===== src/rtl/epcs_pkg.sv =====
package epcs_pkg;

    localparam int unsigned CFG_IDX_W  = 3;
    localparam int unsigned CFG_DATA_W = 64;
    localparam int unsigned NAME_CHARS = 13;

    // Register indexes of the configuration port
    localparam logic [CFG_IDX_W-1:0] CFG_MFG_LETTERS      = 3'd0;
    localparam logic [CFG_IDX_W-1:0] CFG_PRODUCT_CODE     = 3'd1;
    localparam logic [CFG_IDX_W-1:0] CFG_WEEK_NUMBER      = 3'd2;
    localparam logic [CFG_IDX_W-1:0] CFG_YEAR_NUMBER      = 3'd3;
    localparam logic [CFG_IDX_W-1:0] CFG_PANEL_SIZE_INDEX = 3'd4;
    localparam logic [CFG_IDX_W-1:0] CFG_NAME_HEAD        = 3'd5;
    localparam logic [CFG_IDX_W-1:0] CFG_NAME_TAIL        = 3'd6;

    typedef struct packed {
        logic [23:0] mfg_letters;
        logic [15:0] product_code;
        logic [7:0]  week_number;
        logic [11:0] year_number;
        logic [5:0]  panel_size_index;
        logic [63:0] name_head;
        logic [39:0] name_tail;
    } t_cfg;

    typedef struct packed {
        logic [7:0] out_byte;
        logic       image_last;
    } t_result;

    // Panel width and height in cm; rows above 33 give 247 by 107
    function automatic logic [15:0] panel_size(input logic [5:0] row);
        logic [15:0] wh;
        unique case (row)
            6'd0:    wh = {8'd28,  8'd18};
            6'd1:    wh = {8'd30,  8'd18};
            6'd2:    wh = {8'd30,  8'd23};
            6'd3:    wh = {8'd33,  8'd21};
            6'd4:    wh = {8'd34,  8'd19};
            6'd5:    wh = {8'd34,  8'd27};
            6'd6:    wh = {8'd38,  8'd21};
            6'd7:    wh = {8'd41,  8'd23};
            6'd8:    wh = {8'd41,  8'd26};
            6'd9:    wh = {8'd44,  8'd25};
            6'd10:   wh = {8'd48,  8'd27};
            6'd11:   wh = {8'd47,  8'd30};
            6'd12:   wh = {8'd51,  8'd29};
            6'd13:   wh = {8'd52,  8'd29};
            6'd14:   wh = {8'd53,  8'd32};
            6'd15:   wh = {8'd58,  8'd35};
            6'd16:   wh = {8'd70,  8'd39};
            6'd17:   wh = {8'd70,  8'd39};
            6'd18:   wh = {8'd81,  8'd45};
            6'd19:   wh = {8'd82,  8'd46};
            6'd20:   wh = {8'd86,  8'd49};
            6'd21:   wh = {8'd89,  8'd50};
            6'd22:   wh = {8'd93,  8'd52};
            6'd23:   wh = {8'd95,  8'd54};
            6'd24:   wh = {8'd102, 8'd57};
            6'd25:   wh = {8'd104, 8'd58};
            6'd26:   wh = {8'd108, 8'd60};
            6'd27:   wh = {8'd110, 8'd62};
            6'd28:   wh = {8'd121, 8'd68};
            6'd29:   wh = {8'd143, 8'd80};
            6'd30:   wh = {8'd165, 8'd93};
            6'd31:   wh = {8'd190, 8'd107};
            6'd32:   wh = {8'd204, 8'd115};
            6'd33:   wh = {8'd216, 8'd122};
            default: wh = {8'd247, 8'd107};
        endcase
        return wh;
    endfunction

endpackage


===== src/rtl/epcs_cfg_regs.sv =====
module epcs_cfg_regs (
    input  logic                                i_clk,
    input  logic                                i_rst_n,
    input  logic                                i_cfg_wr_en,
    input  logic [epcs_pkg::CFG_IDX_W-1:0]      i_cfg_index,
    input  logic [epcs_pkg::CFG_DATA_W-1:0]     i_cfg_data,
    output epcs_pkg::t_cfg                      o_cfg
);
    import epcs_pkg::*;

    t_cfg r_cfg;

    always_ff @(posedge i_clk) begin
        if (!i_rst_n) begin
            r_cfg.mfg_letters      <= 24'd0;
            r_cfg.product_code     <= 16'd65;
            r_cfg.week_number      <= 8'd5;
            r_cfg.year_number      <= 12'd2020;
            r_cfg.panel_size_index <= 6'd30;
            r_cfg.name_head        <= 64'd0;
            r_cfg.name_tail        <= 40'd0;
        end else if (i_cfg_wr_en) begin
            unique case (i_cfg_index)
                CFG_MFG_LETTERS:      r_cfg.mfg_letters      <= i_cfg_data[23:0];
                CFG_PRODUCT_CODE:     r_cfg.product_code     <= i_cfg_data[15:0];
                CFG_WEEK_NUMBER:      r_cfg.week_number      <= i_cfg_data[7:0];
                CFG_YEAR_NUMBER:      r_cfg.year_number      <= i_cfg_data[11:0];
                CFG_PANEL_SIZE_INDEX: r_cfg.panel_size_index <= i_cfg_data[5:0];
                CFG_NAME_HEAD:        r_cfg.name_head        <= i_cfg_data[63:0];
                CFG_NAME_TAIL:        r_cfg.name_tail        <= i_cfg_data[39:0];
                default: ;
            endcase
        end
    end

    assign o_cfg = r_cfg;

endmodule


===== src/rtl/epcs_patch.sv =====
module epcs_patch (
    input  logic                i_clk,
    input  logic                i_rst_n,
    input  logic                i_accept,
    input  logic [7:0]          i_data_byte,
    input  epcs_pkg::t_cfg      i_cfg,
    output epcs_pkg::t_result   o_result
);
    import epcs_pkg::*;

    localparam logic [7:0] POS_MFG_0    = 8'd8;
    localparam logic [7:0] POS_MFG_1    = 8'd9;
    localparam logic [7:0] POS_PROD_0   = 8'd10;
    localparam logic [7:0] POS_PROD_1   = 8'd11;
    localparam logic [7:0] POS_WEEK     = 8'd16;
    localparam logic [7:0] POS_YEAR     = 8'd17;
    localparam logic [7:0] POS_WIDTH    = 8'd21;
    localparam logic [7:0] POS_HEIGHT   = 8'd22;
    localparam logic [7:0] POS_DESC_LO  = 8'd54;
    localparam logic [7:0] POS_DESC_HI  = 8'd126;
    localparam logic [7:0] POS_SUM_LO   = 8'd127;
    localparam logic [7:0] POS_SUM_HI   = 8'd255;
    localparam logic [7:0] DESC_LEN     = 8'd18;
    localparam logic [7:0] TAG_NAME     = 8'hFC;
    localparam logic [7:0] NAME_END     = 8'h0A;
    localparam logic [7:0] NAME_PAD     = 8'h20;
    localparam logic [7:0] YEAR_BASE    = 8'(1990);
    localparam logic [7:0] YEAR_DEFAULT = 8'(2020 - 1990);
    localparam logic [7:0] WEEK_DEFAULT = 8'd6;

    logic [7:0] r_pos;
    logic [7:0] r_sum;
    logic       r_zero_seen;
    logic       r_name_match;
    logic       r_name_ended;

    logic [7:0] n_pos;
    logic [7:0] n_sum;
    logic       n_zero_seen;
    logic       n_name_match;
    logic       n_name_ended;

    logic [7:0]                  b;
    logic [7:0]                  d;
    logic [4:0]                  off;
    logic [3:0]                  name_idx;
    logic [7:0]                  name_c;
    logic [NAME_CHARS-1:0][7:0]  name_bytes;
    logic [15:0]                 panel_wh;
    logic                        in_desc;
    logic                        sum_pos;

    assign name_bytes = {i_cfg.name_tail, i_cfg.name_head};
    assign panel_wh   = panel_size(i_cfg.panel_size_index);
    assign in_desc    = (r_pos >= POS_DESC_LO) && (r_pos < POS_DESC_HI);
    assign sum_pos    = (r_pos == POS_SUM_LO) || (r_pos == POS_SUM_HI);
    assign d          = r_pos - POS_DESC_LO;

    // Offset within the 18-byte descriptor: at most three subtractions
    always_comb begin
        if (d < DESC_LEN) begin
            off = d[4:0];
        end else if (d < 8'(2 * 18)) begin
            off = 5'(d - DESC_LEN);
        end else if (d < 8'(3 * 18)) begin
            off = 5'(d - 8'(2 * 18));
        end else begin
            off = 5'(d - 8'(3 * 18));
        end
    end

    assign name_idx = 4'(off - 5'd5);
    assign name_c   = name_bytes[name_idx];

    always_comb begin
        b            = i_data_byte;
        n_zero_seen  = r_zero_seen;
        n_name_match = r_name_match;
        n_name_ended = r_name_ended;

        // Only the low five bits of each letter survive the packing, and
        // subtracting 64 leaves them untouched.
        unique case (r_pos)
            POS_MFG_0:  b = {1'b0, i_cfg.mfg_letters[4:0], i_cfg.mfg_letters[12:11]};
            POS_MFG_1:  b = {i_cfg.mfg_letters[10:8], i_cfg.mfg_letters[20:16]};
            POS_PROD_0: b = i_cfg.product_code[7:0];
            POS_PROD_1: b = i_cfg.product_code[15:8];
            POS_WEEK:   b = (i_cfg.week_number != 8'd0) ? i_cfg.week_number : WEEK_DEFAULT;
            POS_YEAR:   b = (i_cfg.year_number != 12'd0)
                            ? (i_cfg.year_number[7:0] - YEAR_BASE) : YEAR_DEFAULT;
            POS_WIDTH:  b = panel_wh[15:8];
            POS_HEIGHT: b = panel_wh[7:0];
            default: ;
        endcase

        if (in_desc) begin
            if (off == 5'd0) begin
                n_zero_seen  = (i_data_byte == 8'd0);
                n_name_match = 1'b0;
                n_name_ended = 1'b0;
            end else if (off == 5'd1) begin
                n_zero_seen  = r_zero_seen && (i_data_byte == 8'd0);
            end else if (off == 5'd3) begin
                n_name_match = r_zero_seen && (i_data_byte == TAG_NAME);
            end else if ((off >= 5'd5) && r_name_match) begin
                if (!r_name_ended && (name_c != 8'd0)) begin
                    b = name_c;
                end else begin
                    b            = r_name_ended ? NAME_PAD : NAME_END;
                    n_name_ended = 1'b1;
                end
            end
        end

        if (sum_pos) begin
            b     = 8'd0 - r_sum;
            n_sum = 8'd0;
        end else begin
            n_sum = r_sum + b;
        end

        n_pos = r_pos + 8'd1;
    end

    always_ff @(posedge i_clk) begin
        if (!i_rst_n) begin
            r_pos        <= 8'd0;
            r_sum        <= 8'd0;
            r_zero_seen  <= 1'b0;
            r_name_match <= 1'b0;
            r_name_ended <= 1'b0;
        end else if (i_accept) begin
            r_pos        <= n_pos;
            r_sum        <= n_sum;
            r_zero_seen  <= n_zero_seen;
            r_name_match <= n_name_match;
            r_name_ended <= n_name_ended;
        end
    end

    assign o_result.out_byte   = b;
    assign o_result.image_last = (r_pos == POS_SUM_HI);

endmodule


===== src/rtl/epcs_out_buf.sv =====
module epcs_out_buf (
    input  logic                i_clk,
    input  logic                i_rst_n,
    input  logic                i_push,
    input  epcs_pkg::t_result   i_result,
    input  logic                i_out_stall,
    output logic                o_full,
    output logic                o_out_valid,
    output epcs_pkg::t_result   o_result
);
    import epcs_pkg::*;

    logic    r_out_valid;
    logic    r_skid_valid;
    t_result r_out;
    t_result r_skid;
    logic    pop;

    assign pop = r_out_valid && !i_out_stall;

    always_ff @(posedge i_clk) begin
        if (!i_rst_n) begin
            r_out_valid  <= 1'b0;
            r_skid_valid <= 1'b0;
        end else if (pop) begin
            if (r_skid_valid) begin
                r_out_valid  <= 1'b1;
                r_skid_valid <= 1'b0;
            end else begin
                r_out_valid  <= i_push;
            end
        end else if (i_push) begin
            if (r_out_valid) begin
                r_skid_valid <= 1'b1;
            end else begin
                r_out_valid  <= 1'b1;
            end
        end
    end

    // Payload: advance skid into output, else load the new request
    always_ff @(posedge i_clk) begin
        if (pop && r_skid_valid) begin
            r_out <= r_skid;
        end else if (i_push && (pop || !r_out_valid)) begin
            r_out <= i_result;
        end
        if (i_push && r_out_valid && !pop) begin
            r_skid <= i_result;
        end
    end

    assign o_full      = r_skid_valid;
    assign o_out_valid = r_out_valid;
    assign o_result    = r_out;

endmodule


===== src/rtl/edid_patch_checksum_stream.sv =====
// EDID patcher: feed a 256-byte EDID image one byte per request in offset
// order and the block returns each byte at the same offset, patched. It keeps
// its own byte position (reset to offset 0, wrapping after offset 255), so
// images must be sent whole. Offsets 8-9 get the packed manufacturer ID,
// 10-11 the product code, 16-17 week and year (zero selects week 6 and year
// 2020), 21-22 panel width and height in cm from a fixed table (indices above
// 33 give 247 by 107). In the four first-block descriptors that start 00 00
// with tag 0xFC the 13 name bytes are replaced by the configured name, ended
// by 0x0A and padded with 0x20. Offsets 127 and 255 are replaced by the
// checksum of their half; o_image_last marks offset 255. One byte is taken
// per cycle unless the skid stage is full: the patch logic and 8-bit checksum
// add sit between the position and checksum registers and a result register,
// with a one-entry skid stage behind it, so a byte is accepted while a result
// waits. Write configuration only while the stream is idle.
module edid_patch_checksum_stream (
    input  logic                            i_clk,
    input  logic                            i_rst_n,
    input  logic                            i_cfg_wr_en,
    input  logic [epcs_pkg::CFG_IDX_W-1:0]  i_cfg_index,
    input  logic [epcs_pkg::CFG_DATA_W-1:0] i_cfg_data,
    input  logic                            i_in_valid,
    output logic                            o_in_stall,
    input  logic [7:0]                      i_data_byte,
    output logic                            o_out_valid,
    input  logic                            i_out_stall,
    output logic [7:0]                      o_out_byte,
    output logic                            o_image_last
);
    import epcs_pkg::*;

    t_cfg    cfg;
    t_result patched;
    t_result result;
    logic    buf_full;
    logic    accept;

    // Accept a request whenever the skid stage has room
    assign o_in_stall = buf_full;
    assign accept     = i_in_valid && !buf_full;

    epcs_cfg_regs u_cfg (
        .i_clk       (i_clk),
        .i_rst_n     (i_rst_n),
        .i_cfg_wr_en (i_cfg_wr_en),
        .i_cfg_index (i_cfg_index),
        .i_cfg_data  (i_cfg_data),
        .o_cfg       (cfg)
    );

    // Patch the byte at the current position and advance position/checksum
    epcs_patch u_patch (
        .i_clk       (i_clk),
        .i_rst_n     (i_rst_n),
        .i_accept    (accept),
        .i_data_byte (i_data_byte),
        .i_cfg       (cfg),
        .o_result    (patched)
    );

    // Hold results until the downstream side takes them
    epcs_out_buf u_out (
        .i_clk       (i_clk),
        .i_rst_n     (i_rst_n),
        .i_push      (accept),
        .i_result    (patched),
        .i_out_stall (i_out_stall),
        .o_full      (buf_full),
        .o_out_valid (o_out_valid),
        .o_result    (result)
    );

    assign o_out_byte   = result.out_byte;
    assign o_image_last = result.image_last;

endmodule

===== config.mk =====
export PLATFORM = sky130hd
export DESIGN_NAME = edid_patch_checksum_stream
export DESIGN_NICKNAME = d
export VERILOG_FILES = /design/src/rtl/epcs_pkg.sv /design/src/rtl/epcs_cfg_regs.sv /design/src/rtl/epcs_patch.sv /design/src/rtl/epcs_out_buf.sv /design/src/rtl/edid_patch_checksum_stream.sv
export SDC_FILE = /design/constraint.sdc
export NUM_CORES = 1
export LEC_CHECK = 0
export BUFFER_PORTS_ARGS = -buffer_cell sky130_fd_sc_hd__buf_2
export CORE_MARGIN = 8
export CORE_UTILIZATION = 45
export CTS_BUF_LIST = sky130_fd_sc_hd__clkbuf_8
export CTS_CLUSTER_SIZE = 16
export DETAILED_ROUTE_END_ITERATION = 10
export PLACE_DENSITY_LB_ADDON = 0.05
export SLEW_MARGIN = 10
export SYNTH_ARGS = -nofsm -noshare
export SYNTH_HDL_FRONTEND = slang
export SYNTH_SLANG_ARGS = --single-unit

===== constraint.sdc =====
create_clock -name i_clk -period 9.4 [get_ports i_clk]
set_input_delay 0.94 -clock i_clk [delete_from_list [all_inputs] [get_ports i_clk]]
set_output_delay 0.94 -clock i_clk [all_outputs]
set_load 0.01 [all_outputs]

* After elaboration in Yosys (flattened, before gate mapping) *
Memories as Yosys holds them, arrays and structs flattened. A register that Yosys moved wholly into a read port is not among the register bits.
Cells that the tools add are included.

word-level totals
  bits in registers = 206
  memory bits (read-only) = 960
  input bits = 80
  output and inout bits = 11
  logic and storage cells = 133
  memories = 1

memories
  name              words  bits a word  rd ports  clocked after Yosys merged registers in  wr ports  RTL line        source
  (name not given)  64     15           1         1                                        0         epcs_pkg.sv:34  unique case (row)

cells by class
  $add $sub $neg = 9
  order comparisons = 7
  equal/unequal tests = 22
  multiplexer cells = 34
  bitwise gates (word level) = 1
  reductions and logical operators = 41

operators with widths
  operator                                                                             count
  8-bit two-way mux                                                                    11
  8-bit case mux with 8 select lines                                                   1
  8-bit binary-select mux with 4-bit select                                            1
  8-bit by 4-bit equality test with 1-bit output, second input constant                4
  8-bit by 5-bit equality test with 1-bit output, second input constant                4
  6-bit two-way mux                                                                    3
  9-bit two-way mux                                                                    2
  8-bit equality test, second input constant                                           2
  8-bit by 6-bit < comparator with 1-bit output, second input constant                 2
  2-bit AND reduction                                                                  8
  8-bit nonzero test                                                                   2
  5-bit two-way mux                                                                    3
  1-bit two-way mux                                                                    13
  12-bit nonzero test                                                                  1
  1-bit logical AND                                                                    11
  2-bit nonzero test                                                                   5
  5-bit subtractor, second input constant                                              2
  3-bit equality test, second input constant                                           3
  8-bit by 1-bit adder with 8-bit output, second input constant                        1
  8-bit adder                                                                          1
  8-bit by 7-bit equality test with 1-bit output, second input constant                1
  8-bit by 6-bit greater-or-equal comparator with 1-bit output, second input constant  1
  8-bit zero test                                                                      1
  8-bit by 5-bit < comparator with 1-bit output, second input constant                 1
  other kinds (22)                                                                     30

* Depth between registers and ports, before layout *
  word-level depth = 19
  mapped depth = 35
  mapped depth without buffers = 32

* Cells and area by module *
A second synthesis with hierarchy kept.

unflattened totals
  cells, all modules = 1280
  area total of the unflattened synthesis = 11855.1 um2

by module, submodules not included
  module                      times used  cells each  area an instance (um2)  sequential area each (um2)
  epcs_cfg_regs               1           640         6453.7                  3403.3
  epcs_patch                  1           601         4635.7                  380.4
  epcs_out_buf                1           38          752.0                   580.6
  edid_patch_checksum_stream  1           1           13.8                    0.0

* Worst setup path after synthesis *
OpenSTA, ideal clock, no wires.

  kind = flip-flop to flip-flop
  start point = reg u_patch.r_pos[1]
  end point = reg u_patch.r_sum[7]
  library setup time = 0.082 ns
  arrival = 6.771 ns
  data required time = 9.318 ns
  setup slack = 2.547 ns
  stages on the path, launching flop included = 32
  buffers on the path = 3
  period minus slack after synthesis = 6.853 ns
  path through = dfxtp_1 inv_1 ha_1 inv_1 ha_1 nor2b_1 o22ai_1 a221oi_1 nand2_1 a21oi_1 xnor2_1 ha_1 clkbuf_1 clkbuf_1 clkbuf_1 mux4_2 nor3_1 mux2i_1 o221a_2 a2111oi_4 a211oi_2 inv_1 ha_1 a21o_1 a21o_1 a21o_1 a21oi_1 nor2b_1 o21ai_0 nand2b_1 or4_1 o2111ai_1

between the ends
  word-level cells in the longest chain between the ends = 18
  elaborated cells between the ends (all ways) = 43
  classes of those cells = add/sub: 6; order compare: 6; eq/ne: 12; mux: 13; reduce/logical: 6

RTL lines
  element                                                                      RTL line           source
  start: declaration                                                           epcs_patch.sv:31   logic [7:0] r_pos;
  start signal: assignment                                                     epcs_patch.sv:133  r_pos <= n_pos;
  8-bit by 6-bit subtractor with 8-bit output                                  epcs_patch.sv:57   assign d = r_pos - POS_DESC_LO;
  8-bit by 6-bit < comparator with 1-bit output, or another cell as far along  epcs_patch.sv:65   end else if (d < 8'(3 * 18)) begin
  5-bit two-way mux                                                            epcs_patch.sv:65
  5-bit two-way mux                                                            epcs_patch.sv:63   end else if (d < 8'(2 * 18)) begin
  5-bit two-way mux                                                            epcs_patch.sv:61   if (d < DESC_LEN) begin
  4-bit by 3-bit subtractor with 4-bit output                                  epcs_patch.sv:72   assign name_idx = 4'(off - 5'd5);
  8-bit binary-select mux with 4-bit select                                    epcs_patch.sv:73   assign name_c = name_bytes[name_idx];
  8-bit two-way mux (not written as such)                                      epcs_patch.sv:73
  [2 not listed]                                                               -
  8-bit two-way mux                                                            epcs_patch.sv:106  if (!r_name_ended && (name_c != 8'd0)) begin
  8-bit two-way mux                                                            epcs_patch.sv:105  end else if ((off >= 5'd5) && r_name_match) begin
  8-bit two-way mux                                                            epcs_patch.sv:103  end else if (off == 5'd3) begin
  8-bit two-way mux                                                            epcs_patch.sv:101  end else if (off == 5'd1) begin
  8-bit two-way mux                                                            epcs_patch.sv:97   if (off == 5'd0) begin
  8-bit two-way mux                                                            epcs_patch.sv:96   if (in_desc) begin
  8-bit adder                                                                  epcs_patch.sv:119  n_sum = r_sum + b;
  8-bit two-way mux (*)                                                        epcs_patch.sv:115  if (sum_pos) begin
  end signal: assignment                                                       epcs_patch.sv:134  r_sum <= n_sum;
  end: declaration                                                             epcs_patch.sv:32   logic [7:0] r_sum;

Mark *: on every way between the ends. The rest lies on a longest branch, timed or not. The select of a mux whose other input is x is not followed.
A chain may end at the register's enable or synchronous reset.

* Worst setup path after layout *
Same ends and word-level chain as after synthesis.

==> run summary <==
Number of placed instances with taps included = 1755
Setup Fix Bufs, Post-CTS = 0
Distinct cell type count of the synthesized netlist = 73
Ys flop type = dfxtp_1
Number of instances resized during post-cts repair = 0
DRC errors left = 0
Via count of the first global-routing pass = 10220
Critical path start-end classification = flop to flop
Placeable core region = 0.02496 mm^2
Aggregate routed wire length = 35.20 mm
Number of iterations in the first detailed-routing pass = 5
Setup TNS Final = 0 ns
DRT iter0 DRCs = 900
Net count of the mapped netlist = 1532
Total of flip-flops plus latches after synthesis = 215
RSZ-0062 raised after global routing = false
Clock tree skew after final layout = 0.03097 ns
Power per cell area = 171.7 mW/mm^2
Clock root cell = clkbuf_8
Worst endpoint required time = 9.85 ns
Category of the worst setup path launch point = flop
Most common library cell in the layout ignoring fill and taps = nand2_1
Layout Nets = 1576
Worst Setup End Kind = flop
Reg2reg path depth = 30
First-pass GRT wire length = 56.08 mm
Number of antenna violations at the first check in global routing = 0
CTS tree = yes
Minimum clock period = 8.266 ns
Number of clock buffers inserted by TritonCTS = 39
Wire per inst = 19.29 um
Largest driver fanout on the critical path = 18
Commonest cells after routing, fill and taps aside = nand2_1 (393), a21oi_1 (203), dfxtp_1 (196)
Detail Route Antenna Nets = 0
Global-route congestion overflow total = 0
Gp weighted congestion = 0.8794
Number of slew-limit violations in the final report = 0
Number of vias per cell = 5.771
Worst r2r src = u_patch.r_pos[1]
Hold Violations, Final = 0
Endpoint of the worst hold path = u_cfg.o_cfg[13]
Half-perimeter wire length after detailed placement = 24.64 mm
Final instance area = 0.01270 mm^2
Worst voltage drop across the vdd grid = 0.1158 mV
Final total power = 2.182 mW
Crit Reg-Reg Endpoint = u_patch.r_sum[7]
Vertical die dimension = 174.8 um
H-tree Lvls = 2
Synth Area per Inst = 7.980 um^2
Layout overhead on the synthesized area = 11.96%
Share of flip-flops with an asynchronous set or reset after synthesis = 0
Starting density of the core = 0.4545
Global routing usage summed across all routing layers = 0.2241
CTS hold repair buffers = 0
Fraction of final layout cells sized beyond drive strength 1 = 0.1458
Register area share after synthesis = 0.3952
Number of I/O port buffers = 90
Row Count = 58
Final worst path period share = 0.8793
Maximum number of pins on one net before global-route repair = 87
Actual slew at the worst max-slew pin = 1.134 ns
Max capacitance violation total = 0
Clock transition at the registers of the reported paths = 0.06 ns
Maximum buffer depth of the clock tree = 3
N_diodes = 0
Library cell contributing the largest single delay on the critical path = dfxtp_1
Cell depth of the worst hold path = 2
Arrival time reported for the critical path endpoint = 8.71 ns
Setup slack of the worst register-to-register path = 1.13 ns
Type of the most critical hold path = flop to flop
Placed Instance Area = 0.01193 mm^2
Width of the die = 174.8 um
Status = finished clean
Worst-Skew Late Latency = 0.55 ns
Area fraction of the dominant cell type after synthesis = 0.3476
Number of cells in the finished layout apart from fillers = 1825
Post-synthesis instance area = 0.01135 mm^2
Area of the die = 0.03055 mm^2
Library cell occupying the most area in the post-synthesis netlist = dfxtp_1
Fmax = 121.0 MHz
Number of warnings reported in the yosys synthesis log = 0
Via Count = 10530
Top post-synthesis cells by area = dfxtp_1 (35%), nand2_1 (13%), a21oi_1 (9.0%), mux4_2 (5.2%), edfxtp_1 (4.8%)
Number of ports placed on the die boundary = 91
Worst max-slew margin expressed relative to the limit = 0.2411
Leak pwr = 4.697 nW
Final number of setup-violating endpoints = 0
Hold path start = u_cfg.o_cfg[13]
Maximum cell stage delay along the critical path = 0.65 ns
Number of enable-type register cells in the synthesized netlist = 18
Clk sink count = 215
Post-Synthesis Cells = 1422
## critical path, delay by kind of cell (launching register included)
family / cells / cell delay (ns)
AOI/OAI and AO/OA: 14 / 3.39
xor gates and xnor gates: 1 / 0.20
adders and majority gates: 4 / 1.59
buffers and inverters: 4 / 0.86
DFF: 1 / 0.65
and+or+nand+nor: 7 / 1.48
## routing by layer
layer | part of all wire | track usage
met5 | 0 | 0
met4 | 0.025 | 0.07206
met3 | 0.053 | 0.03842
met2 | 0.47 | 0.3611
met1 | 0.45 | 0.3005
## per-stage QoR
step / hold WS (ns) / util / setup WS (ns)
floorplan: 0.4319 / - / 2.547
global placement: 0.4389 / 0.4779 / 1.298
detailed placement: 0.4437 / 0.4779 / 1.233
CTS: 0.4509 / 0.5089 / 1.199
global route: 0.4655 / 0.5089 / 0.4035
finish: 0.4498 / 0.5089 / 1.134
## synthesized netlist by cell type (18+ instances only)
cell,number
nor2_1,52
inv_1,23
edfxtp_1,18
clkbuf_1,85
mux4_2,26
nand3_1,37
a21oi_1,203
ha_1,29
dfxtp_1,197
nor3_1,24
nand2_1,393
o21ai_0,45
## report_power, final
group / total, mW / switching (mW) / internal (mW)
registers: 0.978 / 0.0209 / 0.957
logic: 0.334 / 0.211 / 0.123
clock network: 0.870 / 0.398 / 0.472
## final cells by class
class | instances | area (um^2)
clock inverter | 21 | 100.1
fill | 2527 | 12260
inverter | 24 | 92.59
sequential | 215 | 4486
tap | 330 | 412.9
clock buffer | 49 | 674.4
timing repair buffer | 102 | 540.5
multi-input combinational | 1084 | 6399
## worst max path at each step
stage,from,cells past startpoint,slack [ns],end
final,u_patch.r_pos[1],30,1.13,u_patch.r_sum[7]
after global routing,u_patch.r_pos[1],30,0.40,u_patch.r_sum[7]
after global placement,u_patch.r_pos[1],29,1.30,u_patch.r_sum[7]
after detailed placement,u_patch.r_pos[1],29,1.23,u_patch.r_sum[7]
after CTS,u_patch.r_pos[1],29,1.20,u_patch.r_sum[7]
after floorplan,u_patch.r_pos[1],31,2.55,u_patch.r_sum[7]
## kinds of logic (layout without fill, tap and decap cells)
group / count (synthesis) / after routing / synth area share
xor+xnor: 33 / 33 / 0.02547
buf+inv: 123 / 196 / 0.04212
fa+ha+maj: 30 / 30 / 0.03374
simple gates: 594 / 594 / 0.2242
flops: 215 / 215 / 0.3952
mux: 46 / 46 / 0.07079
compound gates: 381 / 381 / 0.2085
## flip-flops by register name (all words and copies together), names as in the netlist
name,flops
u_cfg.o_cfg,161
u_patch.panel_wh,15
u_out.o_result,9
u_out.r_skid,9
u_patch.r_pos,8
u_patch.r_sum,8
u_out.o_full,1
u_out.o_out_valid,1
u_patch.r_name_ended,1
u_patch.r_name_match,1
u_patch.r_zero_seen,1
Note: power is estimated with default switching activity, not from simulation.
